$ cat src/rtl/assert_macros.svh
// Assertion helpers used by the RTL
`ifndef ASSERT_MACROS_SVH
`define ASSERT_MACROS_SVH

// Condition holds at every clock edge outside reset
`define ASSERT_ALWAYS(label, clk, rst, cond, msg) \
  label: assert property (@(posedge clk) disable iff (rst) (cond)) else $error(msg);

// Antecedent implies consequent in the same cycle
`define ASSERT_IMPLY(label, clk, rst, ante, cons, msg) \
  label: assert property (@(posedge clk) disable iff (rst) (ante) |-> (cons)) else $error(msg);

// Antecedent implies consequent in the next cycle
`define ASSERT_NEXT(label, clk, rst, ante, cons, msg) \
  label: assert property (@(posedge clk) disable iff (rst) (ante) |=> (cons)) else $error(msg);

`endif

$ cat src/rtl/fas_pkg.sv
package fas_pkg;

  // Default sizing
  localparam int MAX_FRAMES_DEF    = 16;
  localparam int DURATION_BITS_DEF = 16;
  localparam int FRAC_BITS_DEF     = 8;

  // Fixed port widths
  localparam int DUR_IN_W = 16;
  localparam int DELTA_W  = 24;
  localparam int FIDX_W   = 4;

  // Request codes
  typedef enum logic [1:0] {
    REQ_APPEND  = 2'd0,
    REQ_RESTART = 2'd1,
    REQ_ADVANCE = 2'd2
  } req_t;

  // Result status codes
  typedef enum logic [1:0] {
    STAT_OK      = 2'd0,
    STAT_IGNORED = 2'd1,
    STAT_ZERO    = 2'd2,
    STAT_FULL    = 2'd3
  } status_t;

  // Sequencer states
  typedef enum logic [2:0] {
    S_IDLE,
    S_APPEND,
    S_ADD,
    S_CMP,
    S_MOD,
    S_SCAN_RD,
    S_SCAN,
    S_DONE
  } state_t;

endpackage

$ cat src/rtl/frame_animation_sequencer.sv
// Keyframe animation timer. Requests: append a frame duration (ms), restart, or
// advance by a positive fixed-point delta (FRAC_BITS fraction bits). Each request
// gives one result: frame index, finished, initialized and status. All arithmetic
// runs through one shared add/subtract unit under a small sequencer, one request
// at a time; in_ready is high only while the sequencer is idle. Restart and
// ignored requests go straight to the result; append first adds to the total.
// Advance adds the delta; reaching the total, loop mode wraps via the restoring
// remainder loop over W bits (30 by default), else it clamps; the frames are then
// scanned one per cycle from the duration memory to find the current one.
// A finished result waits in the output register while the next request starts.
`include "assert_macros.svh"

module frame_animation_sequencer #(
  parameter int MAX_FRAMES    = fas_pkg::MAX_FRAMES_DEF,
  parameter int DURATION_BITS = fas_pkg::DURATION_BITS_DEF,
  parameter int FRAC_BITS     = fas_pkg::FRAC_BITS_DEF
) (
  input  logic                        clk,
  input  logic                        rst,
  input  logic                        cfg_write,
  input  logic                        cfg_data,
  input  logic                        in_valid,
  output logic                        in_ready,
  input  logic [1:0]                  req_type,
  input  logic [fas_pkg::DUR_IN_W-1:0] frame_duration,
  input  logic signed [fas_pkg::DELTA_W-1:0] delta_time,
  output logic                        out_valid,
  input  logic                        out_ready,
  output logic [fas_pkg::FIDX_W-1:0]  frame_index,
  output logic                        finished,
  output logic                        initialized,
  output logic [1:0]                  status
);

  import fas_pkg::*;

  localparam int CNT_W     = $clog2(MAX_FRAMES + 1);
  localparam int IDX_W     = (MAX_FRAMES > 1) ? $clog2(MAX_FRAMES) : 1;
  localparam int TOT_W     = DURATION_BITS + CNT_W;
  localparam int E_W       = TOT_W + FRAC_BITS;
  localparam int W         = ((E_W > DELTA_W - 1) ? E_W : DELTA_W - 1) + 1;
  localparam int BC_W      = $clog2(W);
  localparam int DUR_EXT_W = (DURATION_BITS > DUR_IN_W) ? DURATION_BITS : DUR_IN_W;

  state_t state, state_next;

  // Architectural state
  logic                     loop_en;
  logic [CNT_W-1:0]         count;
  logic [TOT_W-1:0]         total;
  logic [E_W-1:0]           elapsed;
  logic [IDX_W-1:0]         cur_frame;

  // Working registers
  logic [W-1:0]             t_acc;
  logic [W-1:0]             rem;
  logic [BC_W-1:0]          bit_cnt;
  logic [IDX_W-1:0]         idx;
  logic [DURATION_BITS-1:0] dur_r;
  status_t                  st_r;

  // Decoded request
  logic                     in_fire;
  logic [DUR_EXT_W-1:0]     dur_ext;
  logic [DURATION_BITS-1:0] dur_m;
  logic                     has_room;
  logic                     app_ok;
  logic                     adv_ok;
  logic                     last_frame;
  logic                     out_load;
  status_t                  st_in;

  // Shared unit and memory
  logic [W-1:0]             alu_a, alu_b, alu_sum;
  logic                     alu_sub, alu_carry;
  logic [W-1:0]             tot_fx, dur_fx, rem_sh, rem_new;
  logic                     ram_we;
  logic [IDX_W-1:0]         ram_raddr;
  logic [DURATION_BITS-1:0] ram_rdata;
  logic [IDX_W+FIDX_W-1:0]  cf_ext;

  fas_ram #(
    .WIDTH(DURATION_BITS),
    .DEPTH(MAX_FRAMES)
  ) u_ram (
    .clk  (clk),
    .we   (ram_we),
    .waddr(count[IDX_W-1:0]),
    .wdata(dur_m),
    .raddr(ram_raddr),
    .rdata(ram_rdata)
  );

  fas_alu #(
    .W(W)
  ) u_alu (
    .a    (alu_a),
    .b    (alu_b),
    .sub  (alu_sub),
    .sum  (alu_sum),
    .carry(alu_carry)
  );

  // Request decode
  always_comb begin
    in_fire    = in_valid && in_ready;
    dur_ext    = DUR_EXT_W'(frame_duration);
    dur_m      = dur_ext[DURATION_BITS-1:0];
    has_room   = count < CNT_W'(MAX_FRAMES);
    app_ok     = (dur_m != '0) && has_room;
    adv_ok     = (count != '0) && !delta_time[DELTA_W-1] && (delta_time != '0);
    tot_fx     = W'(total) << FRAC_BITS;
    dur_fx     = W'(ram_rdata) << FRAC_BITS;
    rem_sh     = {rem[W-2:0], t_acc[W-1]};
    rem_new    = alu_carry ? alu_sum : rem_sh;
    last_frame = (CNT_W'(idx) + CNT_W'(1)) == count;
    out_load   = !out_valid || out_ready;
    cf_ext     = (IDX_W + FIDX_W)'(cur_frame);
    // Status the request will report; zero duration is checked before a full table
    if (req_type == REQ_APPEND) begin
      if (dur_m == '0) begin
        st_in = STAT_ZERO;
      end else if (!has_room) begin
        st_in = STAT_FULL;
      end else begin
        st_in = STAT_OK;
      end
    end else if (req_type == REQ_RESTART) begin
      st_in = STAT_OK;
    end else if (req_type == REQ_ADVANCE && adv_ok) begin
      st_in = STAT_OK;
    end else begin
      st_in = STAT_IGNORED;
    end
  end

  // Next state
  always_comb begin
    state_next = state;
    case (state)
      S_IDLE: begin
        if (in_fire) begin
          if (req_type == REQ_APPEND && app_ok) begin
            state_next = S_APPEND;
          end else if (req_type == REQ_ADVANCE && adv_ok) begin
            state_next = S_ADD;
          end else begin
            state_next = S_DONE;
          end
        end
      end
      S_APPEND:  state_next = S_DONE;
      S_ADD:     state_next = S_CMP;
      S_CMP:     state_next = (alu_carry && loop_en) ? S_MOD : S_SCAN_RD;
      S_MOD:     state_next = (bit_cnt == '0) ? S_SCAN_RD : S_MOD;
      S_SCAN_RD: state_next = S_SCAN;
      S_SCAN:    state_next = (!alu_carry || last_frame) ? S_DONE : S_SCAN;
      S_DONE:    state_next = out_load ? S_IDLE : S_DONE;
      default:   state_next = S_IDLE;
    endcase
  end

  // Control outputs: handshake, memory and shared unit operands
  always_comb begin
    in_ready  = (state == S_IDLE);
    ram_we    = (state == S_IDLE) && in_valid && (req_type == REQ_APPEND) && app_ok;
    ram_raddr = '0;
    alu_a     = '0;
    alu_b     = '0;
    alu_sub   = 1'b0;
    case (state)
      S_APPEND: begin
        alu_a = W'(total);
        alu_b = W'(dur_r);
      end
      S_ADD: begin
        alu_a = W'(elapsed);
        alu_b = t_acc;
      end
      S_CMP: begin
        alu_a   = t_acc;
        alu_b   = tot_fx;
        alu_sub = 1'b1;
      end
      S_MOD: begin
        alu_a   = rem_sh;
        alu_b   = tot_fx;
        alu_sub = 1'b1;
      end
      S_SCAN: begin
        alu_a     = rem;
        alu_b     = dur_fx;
        alu_sub   = 1'b1;
        ram_raddr = idx + IDX_W'(1);
      end
      default: begin
      end
    endcase
  end

  // Control registers
  always_ff @(posedge clk) begin
    if (rst) begin
      state   <= S_IDLE;
      loop_en <= 1'b1;
    end else begin
      state <= state_next;
      if (cfg_write) begin
        loop_en <= cfg_data;
      end
    end
  end

  // Animation state and working registers
  always_ff @(posedge clk) begin
    if (rst) begin
      count     <= '0;
      total     <= '0;
      elapsed   <= '0;
      cur_frame <= '0;
    end else begin
      case (state)
        S_IDLE: begin
          if (in_fire) begin
            dur_r <= dur_m;
            t_acc <= W'(delta_time[DELTA_W-2:0]);
            st_r  <= st_in;
            if (req_type == REQ_RESTART) begin
              elapsed   <= '0;
              cur_frame <= '0;
            end
          end
        end
        S_APPEND: begin
          total <= alu_sum[TOT_W-1:0];
          count <= count + CNT_W'(1);
        end
        S_ADD: begin
          t_acc <= alu_sum;
        end
        // Wrap, clamp or keep the new time
        S_CMP: begin
          rem     <= '0;
          bit_cnt <= BC_W'(W - 1);
          if (!alu_carry) begin
            elapsed <= t_acc[E_W-1:0];
          end else if (!loop_en) begin
            elapsed <= tot_fx[E_W-1:0];
          end
        end
        // Restoring remainder, one bit per cycle
        S_MOD: begin
          rem     <= rem_new;
          t_acc   <= t_acc << 1;
          bit_cnt <= bit_cnt - BC_W'(1);
          if (bit_cnt == '0) begin
            elapsed <= rem_new[E_W-1:0];
          end
        end
        S_SCAN_RD: begin
          rem <= W'(elapsed);
          idx <= '0;
        end
        // Peel off one frame per cycle until the time falls inside it or the last frame is reached
        S_SCAN: begin
          if (!alu_carry || last_frame) begin
            cur_frame <= idx;
          end else begin
            rem <= alu_sum;
            idx <= idx + IDX_W'(1);
          end
        end
        default: begin
        end
      endcase
    end
  end

  // Result register
  always_ff @(posedge clk) begin
    if (rst) begin
      out_valid <= 1'b0;
    end else if (state == S_DONE && out_load) begin
      out_valid   <= 1'b1;
      frame_index <= cf_ext[FIDX_W-1:0];
      finished    <= !loop_en && (count != '0) && (W'(elapsed) == tot_fx);
      initialized <= (count != '0);
      status      <= st_r;
    end else if (out_ready) begin
      out_valid <= 1'b0;
    end
  end

  // Checks
  `ASSERT_ALWAYS(a_time_in_range, clk, rst, W'(elapsed) <= tot_fx, "elapsed time beyond total")
  `ASSERT_ALWAYS(a_count_in_range, clk, rst, count <= CNT_W'(MAX_FRAMES), "frame count overflow")
  `ASSERT_IMPLY(a_scan_bound, clk, rst, state == S_SCAN, CNT_W'(idx) < count, "scan past last frame")
  `ASSERT_NEXT(a_restart_clears, clk, rst, in_fire && req_type == REQ_RESTART, elapsed == '0 && cur_frame == '0, "restart did not clear time")

endmodule

$ cat src/rtl/fas_ram.sv
module fas_ram #(
  parameter int WIDTH = 16,
  parameter int DEPTH = 16,
  localparam int ADDR_W = (DEPTH > 1) ? $clog2(DEPTH) : 1
) (
  input  logic              clk,
  input  logic              we,
  input  logic [ADDR_W-1:0] waddr,
  input  logic [WIDTH-1:0]  wdata,
  input  logic [ADDR_W-1:0] raddr,
  output logic [WIDTH-1:0]  rdata
);

  logic [WIDTH-1:0] mem [DEPTH];

  // One write port, registered read port
  always_ff @(posedge clk) begin
    if (we) begin
      mem[waddr] <= wdata;
    end
    rdata <= mem[raddr];
  end

endmodule

$ cat src/rtl/fas_alu.sv
module fas_alu #(
  parameter int W = 30
) (
  input  logic [W-1:0] a,
  input  logic [W-1:0] b,
  input  logic         sub,
  output logic [W-1:0] sum,
  output logic         carry
);

  logic [W:0] full;

  // Add, or subtract by inverted operand plus one; carry set means a >= b on subtract
  always_comb begin
    full  = {1'b0, a} + {1'b0, (sub ? ~b : b)} + {{W{1'b0}}, sub};
    sum   = full[W-1:0];
    carry = full[W];
  end

endmodule

$ cat config.mk
export PLATFORM = sky130hd
export DESIGN_NAME = frame_animation_sequencer
export DESIGN_NICKNAME = d
export VERILOG_FILES = /design/src/rtl/fas_pkg.sv /design/src/rtl/frame_animation_sequencer.sv /design/src/rtl/fas_ram.sv /design/src/rtl/fas_alu.sv
export VERILOG_INCLUDE_DIRS = /design/src /design/src/rtl
export SDC_FILE = /design/constraint.sdc
export NUM_CORES = 1
export LEC_CHECK = 0
export BUFFER_PORTS_ARGS = -buffer_cell sky130_fd_sc_hd__buf_2
export CORE_ASPECT_RATIO = 2
export CORE_MARGIN = 8
export CORE_UTILIZATION = 30
export CTS_CLUSTER_SIZE = 40
export DETAILED_ROUTE_END_ITERATION = 12
export PLACE_DENSITY = 0.44
export SYNTH_ARGS = -nofsm -noshare
export SYNTH_HDL_FRONTEND = slang
export SYNTH_SLANG_ARGS = --single-unit
export TNS_END_PERCENT = 1
$ cat constraint.sdc
create_clock -name clk -period 7.65 [get_ports clk]
set_clock_uncertainty 0.15 [all_clocks]
set_input_delay 0 -clock clk [delete_from_list [all_inputs] [get_ports clk]]
set_output_delay 0 -clock clk [all_outputs]
set_load 0.02 [all_outputs]
==> flow_summary.json <==
{
  "grt_use_total_pct": 19.5,
  "postRouteAntennaNets": 0,
  "yosys.area.top_type": "edfxtp_1",
  "slew_headroom_pct": 26.4,
  "vias": 16187,
  "synth_nets": 1933,
  "die_width_um": 204,
  "io_pins": 58,
  "r2r-start": "state[1]",
  "grt_start_max_net_pins": 59,
  "dieArea_um2": 79700,
  "cp_max_fo": 47,
  "placed_cells": 2739,
  "cts.root.buffer_cell": "clkbuf_16",
  "wl_per_cell_um": 27.9,
  "setup_viol": 0,
  "whs_ps": 73.2,
  "start_util_pct": 30.3,
  "yosysWarnings": 0,
  "dp_hpwl_um": 58000,
  "whs_endpoint": "loop_en",
  "drv_cap": 0,
  "synthDistinctLibCells": 75,
  "hp-class": "in -> reg",
  "hold_path_depth": 4,
  "nets": 2014,
  "reg2reg_slack_ps": 1380,
  "status": "completed",
  "crit_arrival_ps": 6570,
  "seq_area_frac_synth_pct": 57.5,
  "path_clk_slew_ps": 70,
  "fillers": 6832,
  "antenna_found_initial": 0,
  "postCtsSetupBuffers": 0,
  "cts_tree": "done",
  "register_area_um2": 12100,
  "multi_input_area_um2": 8480,
  "slew_viol_final": 0,
  "postSynth.asyncResetShare_pct": 0,
  "tns_ps": 0,
  "place_congestion": 0.957,
  "fp.coreArea_um2": 69800,
  "drt_wl_total_um": 80000,
  "firstDrtPassIters": 5,
  "synthTopCellsByArea": "edfxtp_1 (50%), dfxtp_1 (7.6%), nand2_1 (3.7%), a21oi_1 (3.4%), mux2i_1 (3.4%)",
  "port_buffers": 57,
  "critPathKind": "reg -> reg",
  "htree_levels": 2,
  "layout_min_cycle_time_ps": 6270,
  "power_density_nw_per_um2": 383,
  "cts.sink_count": 431,
  "worst_setup_path_end_kind": "register",
  "reg2reg_depth": 17,
  "r2r_end": "state[0]",
  "syn-cell-area_um2": 21100,
  "finalNonFillerCells": 2866,
  "grt_pass1_wl_um": 114000,
  "synth_seq_cells": 431,
  "area_delta_synth_final_pct": 16.2,
  "numCtsBuffers": 42,
  "hp-start": "cfg_write",
  "rsz0062_at_grt": "no",
  "avgSynthCellArea_um2": 11.4,
  "finalHoldViolations": 0,
  "tightest_slew_ps": 1100,
  "ir_worst_vdd_v": 0.000184,
  "required_ps": 7940,
  "setup_ws_ps": 1380,
  "drc": 0,
  "clk_latency_ps": 570,
  "power.static_leakage_nw": 8.22,
  "startpoint_type": "register",
  "drt_iter0_markers": 1263,
  "grt-ovfl-total": 0,
  "fin_crit_sh_pct": 82.0,
  "rows": 137,
  "total_power_mw": 9.42,
  "synth_edf_count": 351,
  "yosys.area.top_type_share_pct": 49.9,
  "clock_path_buffers": 3,
  "die-height_um": 391,
  "place_ws_ps": 1750,
  "fmax_mhz": 159,
  "drive_above_1_share_pct": 13.2,
  "synthCells": 1849,
  "routed_via_density": 5.65,
  "synth_ff_type": "edfxtp_1",
  "grt_pass1_vias": 16471
}
## worst max-delay path: stages, from the launching register on
cell,delay (ps)
dfxtp_4,740
inv_1,530
nand2_1,290
nor2_4,150
nor2_1,600
o22ai_1,190
ha_1,450
nand2_1,150
a21o_1,190
a211o_1,300
o21ai_2,280
a2111oi_4,200
nor2_4,680
buf_4,320
nand2_1,70
nand2_1,80
a41oi_1,130
dlygate4sd3_1,600
## layout by cell type, fill, tap and decap left out, types with 13 or more instances in the layout
| master | count |
|---|---|
| inv_1 | 33 |
| a22oi_1 | 60 |
| a211oi_1 | 26 |
| a21oi_1 | 143 |
| o22ai_1 | 75 |
| nand3_1 | 17 |
| nand2_1 | 211 |
| nor2_1 | 84 |
| o221ai_1 | 28 |
| nor3_1 | 23 |
| xor2_1 | 17 |
| buf_4 | 57 |
| a21o_1 | 14 |
| a31oi_1 | 13 |
| mux4_2 | 23 |
| nor4_1 | 13 |
| dfxtp_1 | 77 |
| ha_1 | 34 |
| nor2b_1 | 20 |
| a221o_1 | 21 |
| xnor2_1 | 40 |
| dlygate4sd3_1 | 50 |
| o211ai_1 | 29 |
| edfxtp_1 | 351 |
| clkbuf_16 | 43 |
| mux2_2 | 18 |
| buf_2 | 57 |
| o21ai_0 | 125 |
| a22o_1 | 16 |
| mux2i_1 | 72 |
## sequential cells by signal (all words and copies together) (netlist names)
| register | count |
|---|---|
| u_ram.mem | 256 |
| rem | 30 |
| t_acc | 30 |
| elapsed | 29 |
| total | 21 |
| dur_r | 16 |
| u_ram.rdata | 16 |
| bit_cnt | 5 |
| count | 5 |
| cur_frame | 4 |
| frame_index | 4 |
| idx | 4 |
| state | 3 |
| st_r | 2 |
| status | 2 |
| finished | 1 |
| initialized | 1 |
| loop_en | 1 |
| out_valid | 1 |
## synthesized netlist by cell type, drive strengths merged (6+ instances only)
cell type  count
clkbuf       101
a31oi         13
a211oi        26
o31ai          7
a21o          14
nor4          13
o21ai        127
xnor2         40
mux2i         72
edfxtp       351
nand2        211
nor2          98
and3           7
a22oi         60
nand4         11
nand3         18
o2bb2ai        6
mux2          19
xor2          18
o22ai         75
a21oi        145
inv           33
ha            35
nor2b         20
dfxtp         80
a22o          16
mux4          23
nor3b          7
nand2b         9
o221ai        28
a221o         22
nor3          29
o211ai        29
buf           27
## repair_timing
item / in CTS / in global routing
hold buffers: 50 / 0
gates resized for setup: 0 / 0
endpoints found under the hold margin: 334 / 0
setup endpoints to repair: 0 / 0
## metrics by stage
step	utilization [%]	instance area, um^2
floorplan	-	21100
global placement	32.4	22600
detailed placement	32.4	22600
CTS	35.2	24600
global route	35.2	24600
finish	35.2	24600
## layer usage
layer / wire (um) / global-route usage [%]
met2: 43700 / 37.5
met4: 6600 / 13.9
met1: 26700 / 19.1
met3: 3050 / 1.92
met5: 0 / 0
## kinds of logic after synthesis
group                      after synthesis  synth area share (%)
adders and majority gates               36                  2.17
DFF                                    431                  57.5
buffers and inverters                  163                  3.04
and+or+nand+nor                        442                  9.33
xor gates and xnor gates                58                  2.40
AOI/OAI and AO/OA                      605                  18.7
muxes                                  114                  6.89
## power breakdown
group	total (mW)	internal, mW	switching (mW)
clock network	2.24	1.30	0.942
logic	3.99	1.27	2.72
registers	3.18	2.83	0.353
total	9.42	5.40	4.02
## worst max-delay path by stage
| stage | from | end | slack, ps | cells after the start |
|---|---|---|---|---|
| after floorplan | state[1] | t_acc[0] | 900 | 5 |
| after global placement | state[1] | elapsed[26] | 1700 | 16 |
| after detailed placement | state[1] | rem[10] | 1750 | 16 |
| after CTS | state[1] | state[0] | 1500 | 17 |
| after global routing | state[1] | state[0] | 1060 | 18 |
| final | state[1] | state[0] | 1380 | 17 |
## layout make-up
type / count / area share (%)
antenna: 1 / 0.0102
clock buffer: 48 / 4.46
clock inverter: 28 / 1.39
inverter: 35 / 0.535
multi-input combinational: 1255 / 34.5
sequential: 431 / 49.5
tap: 903 / 4.60
timing repair buffer: 165 / 5.02
(Power assumes the default switching activity.)
